$ cat src/plr_pkg.sv
// Shared types, constants and command structures for the polyline resampler.
package plr_pkg;

    localparam int MaxSamples = 62;
    localparam int CntW       = 6;
    localparam int SqW        = 35;
    localparam int LenW       = 18;
    localparam int DW         = 17;

    localparam logic [15:0] StepReset = 16'd90;

    typedef enum logic [6:0] {
        S_IDLE  = 7'b0000001,
        S_SQ    = 7'b0000010,
        S_SQRT  = 7'b0000100,
        S_DIV   = 7'b0001000,
        S_EMIT  = 7'b0010000,
        S_FINAL = 7'b0100000,
        S_DONE  = 7'b1000000
    } state_t;

    typedef struct packed {
        logic load;
        logic sq_step;
        logic sqrt_start;
        logic sqrt_step;
        logic div_start;
        logic div_step;
        logic emit_start;
        logic emit_step;
        logic final_out;
        logic commit;
    } cmd_t;

    typedef struct packed {
        logic have_prev;
        logic fin;
        logic sq_done;
        logic sqrt_done;
        logic div_done;
        logic emit_last;
        logic out_busy;
    } sts_t;

endpackage

$ cat src/plr_ctrl.sv
// Controller state machine of the polyline resampler.
module plr_ctrl (
    input  logic          clk,
    input  logic          rst_n,
    input  logic          in_valid,
    output logic          in_ready,
    input  plr_pkg::sts_t sts,
    output plr_pkg::cmd_t cmd
);

    plr_pkg::state_t state_reg, state_next;

    always_ff @(posedge clk or negedge rst_n)
    begin
        if (!rst_n)
        begin
            state_reg <= plr_pkg::S_IDLE;
        end
        else
        begin
            state_reg <= state_next;
        end
    end

    assign in_ready = (state_reg == plr_pkg::S_IDLE);

    always_comb
    begin
        state_next = state_reg;
        cmd = '0;
        case (state_reg)
            plr_pkg::S_IDLE:
            begin
                if (in_valid)
                begin
                    cmd.load = 1'b1;
                    state_next = plr_pkg::S_SQ;
                end
            end
            plr_pkg::S_SQ:
            begin
                if (!sts.have_prev)
                begin
                    state_next = sts.fin ? plr_pkg::S_FINAL : plr_pkg::S_DONE;
                end
                else if (sts.sq_done)
                begin
                    cmd.sqrt_start = 1'b1;
                    state_next = plr_pkg::S_SQRT;
                end
                else
                begin
                    cmd.sq_step = 1'b1;
                end
            end
            plr_pkg::S_SQRT:
            begin
                if (sts.sqrt_done)
                begin
                    cmd.div_start = 1'b1;
                    state_next = plr_pkg::S_DIV;
                end
                else
                begin
                    cmd.sqrt_step = 1'b1;
                end
            end
            plr_pkg::S_DIV:
            begin
                if (sts.div_done)
                begin
                    cmd.emit_start = 1'b1;
                    state_next = plr_pkg::S_EMIT;
                end
                else
                begin
                    cmd.div_step = 1'b1;
                end
            end
            plr_pkg::S_EMIT:
            begin
                if (!sts.out_busy)
                begin
                    cmd.emit_step = 1'b1;
                    if (sts.emit_last)
                    begin
                        state_next = sts.fin ? plr_pkg::S_FINAL : plr_pkg::S_DONE;
                    end
                end
            end
            plr_pkg::S_FINAL:
            begin
                if (!sts.out_busy)
                begin
                    cmd.final_out = 1'b1;
                    state_next = plr_pkg::S_DONE;
                end
            end
            plr_pkg::S_DONE:
            begin
                cmd.commit = 1'b1;
                state_next = plr_pkg::S_IDLE;
            end
            default:
            begin
                state_next = plr_pkg::S_IDLE;
            end
        endcase
    end

    a_onehot: assert property (@(posedge clk) disable iff (!rst_n) $onehot(state_reg))
        else $error("state not one-hot");
    a_emit_free: assert property (@(posedge clk) disable iff (!rst_n)
        cmd.emit_step |-> !sts.out_busy)
        else $error("emit into a full output register");
    a_load_idle: assert property (@(posedge clk) disable iff (!rst_n)
        cmd.load |=> state_reg == plr_pkg::S_SQ)
        else $error("load did not start work");

endmodule

$ cat src/plr_dp.sv
// Datapath of the polyline resampler: squared length, root, divide, interpolation.
module plr_dp (
    input  logic          clk,
    input  logic          rst_n,
    input  logic [15:0]   step_length,
    input  logic [48:0]   in_data,
    input  plr_pkg::cmd_t cmd,
    output plr_pkg::sts_t sts,
    input  logic          out_ready,
    output logic          out_valid,
    output logic [49:0]   out_data
);

    logic signed [15:0] px_reg, py_reg, pz_reg;
    logic signed [15:0] cx_reg, cy_reg, cz_reg;
    logic               fin_reg, have_prev_reg;
    logic signed [plr_pkg::DW-1:0] dx_reg, dy_reg, dz_reg;
    logic [plr_pkg::SqW-1:0]  sq_reg, rem_reg;
    logic [1:0]               sq_cnt_reg;
    logic [plr_pkg::LenW-1:0] root_reg;
    logic [4:0]               sqrt_cnt_reg;
    logic [plr_pkg::LenW-1:0] quo_reg;
    logic [16:0]              drem_reg;
    logic [4:0]               div_cnt_reg;
    logic [15:0]              step_reg;
    logic [plr_pkg::CntW-1:0] n_reg, j_reg;
    logic signed [plr_pkg::DW-1:0] ax_reg, ay_reg, az_reg;
    logic [plr_pkg::CntW-1:0] rx_reg, ry_reg, rz_reg;
    logic                     out_valid_reg;
    logic [49:0]              out_data_reg;

    logic signed [plr_pkg::DW-1:0] dsel;
    logic [33:0]               dsq;
    logic [plr_pkg::SqW+1:0]   trial;
    logic [plr_pkg::SqW+1:0]   rem_sh;
    logic [17:0]               dtrial;
    logic [plr_pkg::LenW-1:0]  nq;
    logic                      out_busy;

    assign out_busy = out_valid_reg && !out_ready;

    // The squared length is below 2^34, so the root works on the pairs from bit 33 down.
    always_comb
    begin
        case (sq_cnt_reg)
            2'd0:    dsel = dx_reg;
            2'd1:    dsel = dy_reg;
            default: dsel = dz_reg;
        endcase
        dsq = 34'($signed(dsel) * $signed(dsel));
        rem_sh = {rem_reg, sq_reg[plr_pkg::SqW-2 -: 2]};
        trial  = (plr_pkg::SqW+2)'({root_reg, 2'b01});
        dtrial = {drem_reg, quo_reg[plr_pkg::LenW-1]};
        if (quo_reg == '0)
        begin
            nq = plr_pkg::LenW'(1);
        end
        else if (quo_reg > plr_pkg::LenW'(plr_pkg::MaxSamples))
        begin
            nq = plr_pkg::LenW'(plr_pkg::MaxSamples);
        end
        else
        begin
            nq = quo_reg;
        end
    end

    logic signed [plr_pkg::DW-1:0] qx_reg, qy_reg, qz_reg;
    logic [plr_pkg::CntW-1:0]      mx_reg, my_reg, mz_reg;
    logic [plr_pkg::DW+1:0]        qrem_reg;
    logic [plr_pkg::DW:0]          qquo_reg;
    logic [4:0]                    qbit_reg;
    logic [1:0]                    qax_reg;

    logic [plr_pkg::CntW:0]   rsum_x, rsum_y, rsum_z;
    logic                     cy_x, cy_y, cy_z;

    // Offset accumulators keep floor(d*j/n) as quotient plus remainder.
    always_comb
    begin
        rsum_x = {1'b0, rx_reg} + {1'b0, mx_reg};
        rsum_y = {1'b0, ry_reg} + {1'b0, my_reg};
        rsum_z = {1'b0, rz_reg} + {1'b0, mz_reg};
        cy_x = rsum_x >= {1'b0, n_reg};
        cy_y = rsum_y >= {1'b0, n_reg};
        cy_z = rsum_z >= {1'b0, n_reg};
    end

    logic [plr_pkg::DW-1:0] absd;
    logic [plr_pkg::DW:0]   qt;

    always_comb
    begin
        case (qax_reg)
            2'd0:    absd = dx_reg[plr_pkg::DW-1] ? plr_pkg::DW'(-dx_reg) : dx_reg;
            2'd1:    absd = dy_reg[plr_pkg::DW-1] ? plr_pkg::DW'(-dy_reg) : dy_reg;
            default: absd = dz_reg[plr_pkg::DW-1] ? plr_pkg::DW'(-dz_reg) : dz_reg;
        endcase
        qt = {qrem_reg[plr_pkg::DW-1:0], absd[qbit_reg]};
    end

    logic                          qneg;
    logic signed [plr_pkg::DW-1:0] qfloor;
    logic [plr_pkg::CntW-1:0]      mfloor;
    logic [plr_pkg::DW:0]          qsub;
    logic [plr_pkg::DW-1:0]        qnext;
    logic [plr_pkg::CntW-1:0]      rnext;

    always_comb
    begin
        qneg = (qax_reg == 2'd0) ? dx_reg[plr_pkg::DW-1] :
               (qax_reg == 2'd1) ? dy_reg[plr_pkg::DW-1] : dz_reg[plr_pkg::DW-1];
        qsub = qt - {{(plr_pkg::DW+1-plr_pkg::CntW){1'b0}}, n_reg};
        if (!qsub[plr_pkg::DW])
        begin
            rnext = plr_pkg::CntW'(qsub);
            qnext = {qquo_reg[plr_pkg::DW-2:0], 1'b1};
        end
        else
        begin
            rnext = plr_pkg::CntW'(qt);
            qnext = {qquo_reg[plr_pkg::DW-2:0], 1'b0};
        end
        if (qneg && rnext != '0)
        begin
            qfloor = plr_pkg::DW'(-$signed({1'b0, qnext}) - 1);
            mfloor = n_reg - rnext;
        end
        else
        begin
            qfloor = qneg ? plr_pkg::DW'(-$signed({1'b0, qnext})) : $signed(qnext);
            mfloor = rnext;
        end
    end

    logic qdiv_busy_reg;

    always_ff @(posedge clk or negedge rst_n)
    begin
        if (!rst_n)
        begin
            have_prev_reg <= 1'b0;
            px_reg        <= '0;
            py_reg        <= '0;
            pz_reg        <= '0;
            out_valid_reg <= 1'b0;
            step_reg      <= '0;
            qdiv_busy_reg <= 1'b0;
        end
        else
        begin
            if (cmd.emit_step || cmd.final_out)
            begin
                out_valid_reg <= 1'b1;
            end
            else if (out_ready)
            begin
                out_valid_reg <= 1'b0;
            end
            if (cmd.load)
            begin
                cx_reg  <= in_data[15:0];
                cy_reg  <= in_data[31:16];
                cz_reg  <= in_data[47:32];
                fin_reg <= in_data[48];
                dx_reg  <= plr_pkg::DW'($signed(in_data[15:0]))  - plr_pkg::DW'(px_reg);
                dy_reg  <= plr_pkg::DW'($signed(in_data[31:16])) - plr_pkg::DW'(py_reg);
                dz_reg  <= plr_pkg::DW'($signed(in_data[47:32])) - plr_pkg::DW'(pz_reg);
                sq_reg  <= '0;
                sq_cnt_reg <= '0;
                step_reg <= (step_length == '0) ? 16'd1 : step_length;
            end
            if (cmd.sq_step)
            begin
                sq_reg <= sq_reg + plr_pkg::SqW'(dsq);
                sq_cnt_reg <= sq_cnt_reg + 2'd1;
            end
            if (cmd.sqrt_start)
            begin
                rem_reg  <= '0;
                root_reg <= '0;
                sqrt_cnt_reg <= '0;
            end
            if (cmd.sqrt_step)
            begin
                if (rem_sh >= trial)
                begin
                    rem_reg  <= plr_pkg::SqW'(rem_sh - trial);
                    root_reg <= {root_reg[plr_pkg::LenW-2:0], 1'b1};
                end
                else
                begin
                    rem_reg  <= plr_pkg::SqW'(rem_sh);
                    root_reg <= {root_reg[plr_pkg::LenW-2:0], 1'b0};
                end
                sq_reg <= {sq_reg[plr_pkg::SqW-3:0], 2'b00};
                sqrt_cnt_reg <= sqrt_cnt_reg + 5'd1;
            end
            if (cmd.div_start)
            begin
                quo_reg  <= root_reg;
                drem_reg <= '0;
                div_cnt_reg <= '0;
            end
            if (cmd.div_step)
            begin
                if (dtrial >= {2'b00, step_reg})
                begin
                    drem_reg <= 17'(dtrial - {2'b00, step_reg});
                    quo_reg  <= {quo_reg[plr_pkg::LenW-2:0], 1'b1};
                end
                else
                begin
                    drem_reg <= dtrial[16:0];
                    quo_reg  <= {quo_reg[plr_pkg::LenW-2:0], 1'b0};
                end
                div_cnt_reg <= div_cnt_reg + 5'd1;
            end
            if (cmd.emit_start)
            begin
                n_reg <= plr_pkg::CntW'(nq);
                j_reg <= '0;
                ax_reg <= '0;
                ay_reg <= '0;
                az_reg <= '0;
                rx_reg <= '0;
                ry_reg <= '0;
                rz_reg <= '0;
                qdiv_busy_reg <= 1'b1;
                qax_reg  <= '0;
                qbit_reg <= 5'(plr_pkg::DW - 1);
                qrem_reg <= '0;
                qquo_reg <= '0;
            end
            if (qdiv_busy_reg)
            begin
                if (qbit_reg == '0)
                begin
                    case (qax_reg)
                        2'd0:
                        begin
                            qx_reg <= qfloor;
                            mx_reg <= mfloor;
                        end
                        2'd1:
                        begin
                            qy_reg <= qfloor;
                            my_reg <= mfloor;
                        end
                        default:
                        begin
                            qz_reg <= qfloor;
                            mz_reg <= mfloor;
                        end
                    endcase
                    qrem_reg <= '0;
                    qquo_reg <= '0;
                    qbit_reg <= 5'(plr_pkg::DW - 1);
                    if (qax_reg == 2'd2)
                    begin
                        qdiv_busy_reg <= 1'b0;
                    end
                    qax_reg <= qax_reg + 2'd1;
                end
                else
                begin
                    qrem_reg <= {{(plr_pkg::DW+2-plr_pkg::CntW){1'b0}}, rnext};
                    qquo_reg <= {1'b0, qnext};
                    qbit_reg <= qbit_reg - 5'd1;
                end
            end
            if (cmd.emit_step)
            begin
                out_data_reg <= {1'b0, (j_reg == n_reg) && !fin_reg,
                                 16'(pz_reg + 16'(az_reg)),
                                 16'(py_reg + 16'(ay_reg)),
                                 16'(px_reg + 16'(ax_reg))};
                j_reg <= j_reg + plr_pkg::CntW'(1);
                ax_reg <= ax_reg + qx_reg + plr_pkg::DW'(cy_x);
                ay_reg <= ay_reg + qy_reg + plr_pkg::DW'(cy_y);
                az_reg <= az_reg + qz_reg + plr_pkg::DW'(cy_z);
                rx_reg <= cy_x ? plr_pkg::CntW'(rsum_x - {1'b0, n_reg}) : plr_pkg::CntW'(rsum_x);
                ry_reg <= cy_y ? plr_pkg::CntW'(rsum_y - {1'b0, n_reg}) : plr_pkg::CntW'(rsum_y);
                rz_reg <= cy_z ? plr_pkg::CntW'(rsum_z - {1'b0, n_reg}) : plr_pkg::CntW'(rsum_z);
            end
            if (cmd.final_out)
            begin
                out_data_reg <= {2'b11, cz_reg, cy_reg, cx_reg};
            end
            if (cmd.commit)
            begin
                px_reg <= cx_reg;
                py_reg <= cy_reg;
                pz_reg <= cz_reg;
                have_prev_reg <= !fin_reg;
            end
        end
    end

    assign sts.have_prev = have_prev_reg;
    assign sts.fin       = fin_reg;
    assign sts.sq_done   = (sq_cnt_reg == 2'd3);
    assign sts.sqrt_done = (sqrt_cnt_reg == 5'(plr_pkg::LenW - 1));
    assign sts.div_done  = (div_cnt_reg == 5'(plr_pkg::LenW));
    assign sts.emit_last = (j_reg == n_reg);
    assign sts.out_busy  = out_busy || qdiv_busy_reg;

    assign out_valid = out_valid_reg;
    assign out_data  = out_data_reg;

    a_hold: assert property (@(posedge clk) disable iff (!rst_n)
        out_busy |=> out_valid_reg && $stable(out_data_reg))
        else $error("pending result changed");
    a_n_range: assert property (@(posedge clk) disable iff (!rst_n)
        cmd.emit_step |-> (n_reg != '0 && j_reg <= n_reg))
        else $error("sample index out of range");
    a_no_emit_busy: assert property (@(posedge clk) disable iff (!rst_n)
        qdiv_busy_reg |-> !cmd.emit_step)
        else $error("emit before offsets ready");

endmodule

$ cat src/polyline_resampler_top.sv
// Top level of the polyline resampler: configuration register, controller and datapath.
// A waypoint is taken while the block is idle; the segment from the previous waypoint then runs
// the squared length, the bit-serial square root, the restoring divide by the step and three
// bit-serial offset divides by the sample count, followed by one emitted point per cycle (n+1,
// up to 63, plus one for a final waypoint) when the output is taken at once, and then stores
// the waypoint. The first waypoint of a path skips these steps and is only stored, after being
// sent out when it is also final. A stalled output holds the block for as long as the stall
// lasts, and no new item is taken until the current one has finished.
module polyline_resampler_top (
    input  logic        clk,
    input  logic        rst_n,
    input  logic        cfg_wr_en,
    input  logic [15:0] cfg_wr_data,
    input  logic        s_axis_tvalid,
    output logic        s_axis_tready,
    input  logic [47:0] s_axis_tdata,  // way_x, way_y, way_z
    input  logic        s_axis_tlast,  // final_waypoint
    output logic        m_axis_tvalid,
    input  logic        m_axis_tready,
    output logic [47:0] m_axis_tdata,  // pt_x, pt_y, pt_z
    output logic        m_axis_tlast,  // run_last
    output logic        m_axis_tuser   // path_end
);

    logic [15:0]   step_reg;
    plr_pkg::cmd_t cmd;
    plr_pkg::sts_t sts;
    logic [49:0]   out_data;

    always_ff @(posedge clk or negedge rst_n)
    begin
        if (!rst_n)
        begin
            step_reg <= plr_pkg::StepReset;
        end
        else if (cfg_wr_en)
        begin
            step_reg <= cfg_wr_data;
        end
    end

    plr_ctrl u_ctrl (
        .clk      (clk),
        .rst_n    (rst_n),
        .in_valid (s_axis_tvalid),
        .in_ready (s_axis_tready),
        .sts      (sts),
        .cmd      (cmd)
    );

    plr_dp u_dp (
        .clk         (clk),
        .rst_n       (rst_n),
        .step_length (step_reg),
        .in_data     ({s_axis_tlast, s_axis_tdata}),
        .cmd         (cmd),
        .sts         (sts),
        .out_ready   (m_axis_tready),
        .out_valid   (m_axis_tvalid),
        .out_data    (out_data)
    );

    assign m_axis_tdata = out_data[47:0];
    assign m_axis_tlast = out_data[48];
    assign m_axis_tuser = out_data[49];

endmodule
$ cat config.mk
export PLATFORM = sky130hd
export DESIGN_NAME = polyline_resampler_top
export DESIGN_NICKNAME = d
export VERILOG_FILES = /design/src/plr_pkg.sv /design/src/plr_ctrl.sv /design/src/plr_dp.sv /design/src/polyline_resampler_top.sv
export SDC_FILE = /design/constraint.sdc
export NUM_CORES = 2
export LEC_CHECK = 0
export BUFFER_PORTS_ARGS = -buffer_cell sky130_fd_sc_hd__buf_2
export CAP_MARGIN = 0
export CORE_ASPECT_RATIO = 0.75
export CORE_MARGIN = 2
export CORE_UTILIZATION = 69
export CTS_CLUSTER_DIAMETER = 40
export DETAILED_ROUTE_END_ITERATION = 10
export PLACE_DENSITY = 0.87
export RECOVER_POWER = 100
export SYNTH_ARGS = -nofsm -noshare
export SYNTH_HDL_FRONTEND = slang
export SYNTH_SLANG_ARGS = --single-unit
$ cat constraint.sdc
create_clock -name clk -period 18.8 [get_ports clk]
set_clock_uncertainty 0.1 [all_clocks]
set_input_delay 2.82 -clock clk [delete_from_list [all_inputs] [get_ports clk]]
set_output_delay 2.82 -clock clk [all_outputs]
set_load 0.01 [all_outputs]
==> impl_metrics.csv <==
group,metric,value,unit
floorplanning,dieArea,0.0642,mm^2
floorplanning,die_x,292,um
worst_setup_path,cp_slowest_cell,"nor2_1",
timing,max_freq,0.0873,GHz
floorplanning,io_pins,122,
worst_setup_path,crit_fanout,18,
clock_network,root_buffer,"clkbuf_16",
floorplanning,core-area,0.0618,mm^2
global_routing,grt_overflow,0,
cells_and_area,syn_to_final_growth,8.80,%
timing,setup_tns,0,ns
place,gp_congestion,1.01,
timing,drv_slew,870,
yosys,synthCells,4218,
worst_setup_path,critPathLaunchType,"flop",
drt,final_antenna_net_count,0,
clock_network,cts_setup_buffers,0,
yosys,syn-cell-area,0.0429,mm^2
yosys,synth.top_cell.area_share,0.319,
drt,drt_pass1_iterations,6,
clock_network,htree_num_levels,3,
global_routing,grt_max_degree,79,
drt,via_per_inst,6.30,
worst_setup_path,critPathArrivalTime,11.68,ns
yosys,synth_cell_types,87,
global_routing,grt_usage,0.346,
yosys,synth_area_leaders,"edfxtp_1 (32%), fa_1 (14%), ha_1 (10%), dfrtp_1 (5.0%), inv_1 (4.7%)",
clock_network,post_cts_resized,0,
cells_and_area,drive_gt1_frac,0.0582,
yosys,ys_warn_count,0,
floorplanning,die_h,220,um
yosys,synth_fp_nets,4934,
worst_setup_path,end_kind,"flop",
yosys,async_flop_share,0.165,
timing,rsz0062_at_grt,"false",
cells_and_area,final_common_cell,"inv_1",
worst_setup_path,worstSetupPathType,"flop to flop",
drt,vias,32800,
global_routing,grt_pass1_wl,174000,um
yosys,ys_seq_area_frac,0.372,
timing,period_minus_slack,11.45,ns
yosys,synth_area_per_cell,10.2,um^2
worst_hold_path,hp-class,"flop to flop",
clock_network,cts-buffers-inserted,73,
yosys,yosysTopAreaCell,"edfxtp_1",
clock_network,cts.path.max_buffers,3,
drt,drc,0,
worst_setup_path,crit_path_start,"u_dp.sq_cnt_reg[0]",
place,dp_hpwl,78600,um
cells_and_area,largest_reg_flops,50,
clock_network,clkTransAtPathRegs,0.06,ns
worst_setup_path,required,19.03,ns
floorplanning,initial_core_util,0.694,
floorplanning,rows,79,
timing,post-route-period-util,0.609,
yosys,synth_seq_cells,546,
drt,routed_wl,109000,um
drt,drt_iter0_drc,3644,
clock_network,clk_latency,0.66,ns
cells_and_area,nFillCells,3915,
outcome,violations,"max-capacitance violations, max-slew violations",
flow_run,maxCapViolCount,21,
clock_network,hold_buffers,0,
clock_network,cts_num_sinks,546,
timing,slew_headroom,-2.12,
global_routing,antenna_found_initial,2,
drt,wl_per_cell,21.0,um
yosys,synth_ff_type,"edfxtp_1",
place,port_buffers,121,
worst_setup_path,critPathMaxStageDelay,0.86,ns
cells_and_area,final_cell_mix,"inv_1 (542), edfxtp_1 (456), nor2_1 (433)",
timing,worst_slew_pin_slew,4.69,ns
worst_setup_path,worst_path_most_repeated_cell,"inv_1",
outcome,outcome,"finished with violations",
timing,setup_viol,0,
timing,finalHoldViolCount,0,
cells_and_area,nets,5051,
yosys,synth_edf_count,456,
clock_network,cts_tree,"done",
worst_hold_path,min-delay-start,"u_dp.cz_reg[15]",
global_routing,grt_pass1_vias,33000,
worst_setup_path,r2r-start,"u_dp.sq_cnt_reg[0]",
cells in the mapped netlist, drive strengths merged, types with 11 or more instances:
cell / instances
o211ai: 16
o41ai: 18
a211o: 12
o31ai: 18
and2: 27
o21bai: 41
a21boi: 16
a22o: 29
clkbuf: 91
nand4: 17
nand3: 74
mux2: 55
a21o: 91
nor4: 29
xor2: 110
or4: 16
buf: 22
nor2b: 43
nor2: 435
fa: 290
a31oi: 27
edfxtp: 456
a21oi: 229
nand2b: 20
nand2: 320
o21ai: 217
ha: 356
dfrtp: 85
or3: 13
xnor2: 213
o2111ai: 11
inv: 543
and3: 28
mux2i: 22
a211oi: 17
nor3: 68
o21a: 15
cells by family (layout without fill, tap and decap cells):
family | Yosys count | after routing | synth area share
AND/OR/NAND/NOR | 1134 | 1134 | 0.120
AO/OA/AOI/OAI | 831 | 831 | 0.125
buffers and inverters | 661 | 838 | 0.0585
adder cells (fa/ha/maj) | 646 | 646 | 0.239
flip-flops | 546 | 546 | 0.372
XOR/XNOR | 323 | 323 | 0.0660
multiplexers | 77 | 77 | 0.0196
other | 0 | 1 | 0
through the flow:
step                      instances   util  setup slack [ns]  instance area [um^2]  hold WS, ns
after detailed placement       5070  0.718              7.70                 44400        0.373
after floorplan                4218      -              9.45                 42900        0.351
after global placement         5070  0.718              8.04                 44400        0.362
final                          5206  0.755              7.35                 46700        0.379
after CTS                      5205  0.760              7.69                 46900        0.386
after global routing           5205  0.755              6.59                 46700        0.405
final cells by class:
| cell class | count | area [um^2] | share of cell area |
|---|---|---|---|
| clock inverters | 47 | 571 | 0.0122 |
| clock buffers | 88 | 2000 | 0.0429 |
| repair buffers | 155 | 647 | 0.0139 |
| multi-input cells | 3011 | 24400 | 0.523 |
| diodes | 1 | 2.50 | 0.0000536 |
| inverters | 548 | 2060 | 0.0441 |
| flip-flops and latches | 546 | 16000 | 0.342 |
| well taps | 810 | 1010 | 0.0217 |
worst max-delay path: cells and delay by family, from the launching register on:
kind | cells | cell delay (ns)
DFF | 1 | 0.40
and+or+nand+nor | 3 | 1.66
AOI/OAI and AO/OA | 12 | 3.85
xor gates and xnor gates | 3 | 0.43
adders and majority gates | 9 | 3.83
buffers and inverters | 8 | 0.86
per-layer routing:
layer,track usage,wire length [um],part of all wire
met1,0.469,44400,0.41
met2,0.542,49000,0.45
met3,0.0919,12000,0.11
met4,0.127,3810,0.035
met5,0,16,0.00015
path summary, 6_finish.rpt:
check	depth (start not counted)	slack, ns	to
max in group asynchronous	2	12.79	u_dp.pz_reg[12]
worst min-delay path	2	0.38	u_dp.pz_reg[15]
worst max register to register	35	7.35	u_dp.sq_reg[33]
worst max-delay path	35	7.35	u_dp.sq_reg[33]
worst min register to register	2	0.38	u_dp.pz_reg[15]
min in group asynchronous	2	3.76	u_dp.step_reg[4]
Power is not shown: default switching activity piles up to over one toggle a cycle in this logic, so the estimate is an artifact.
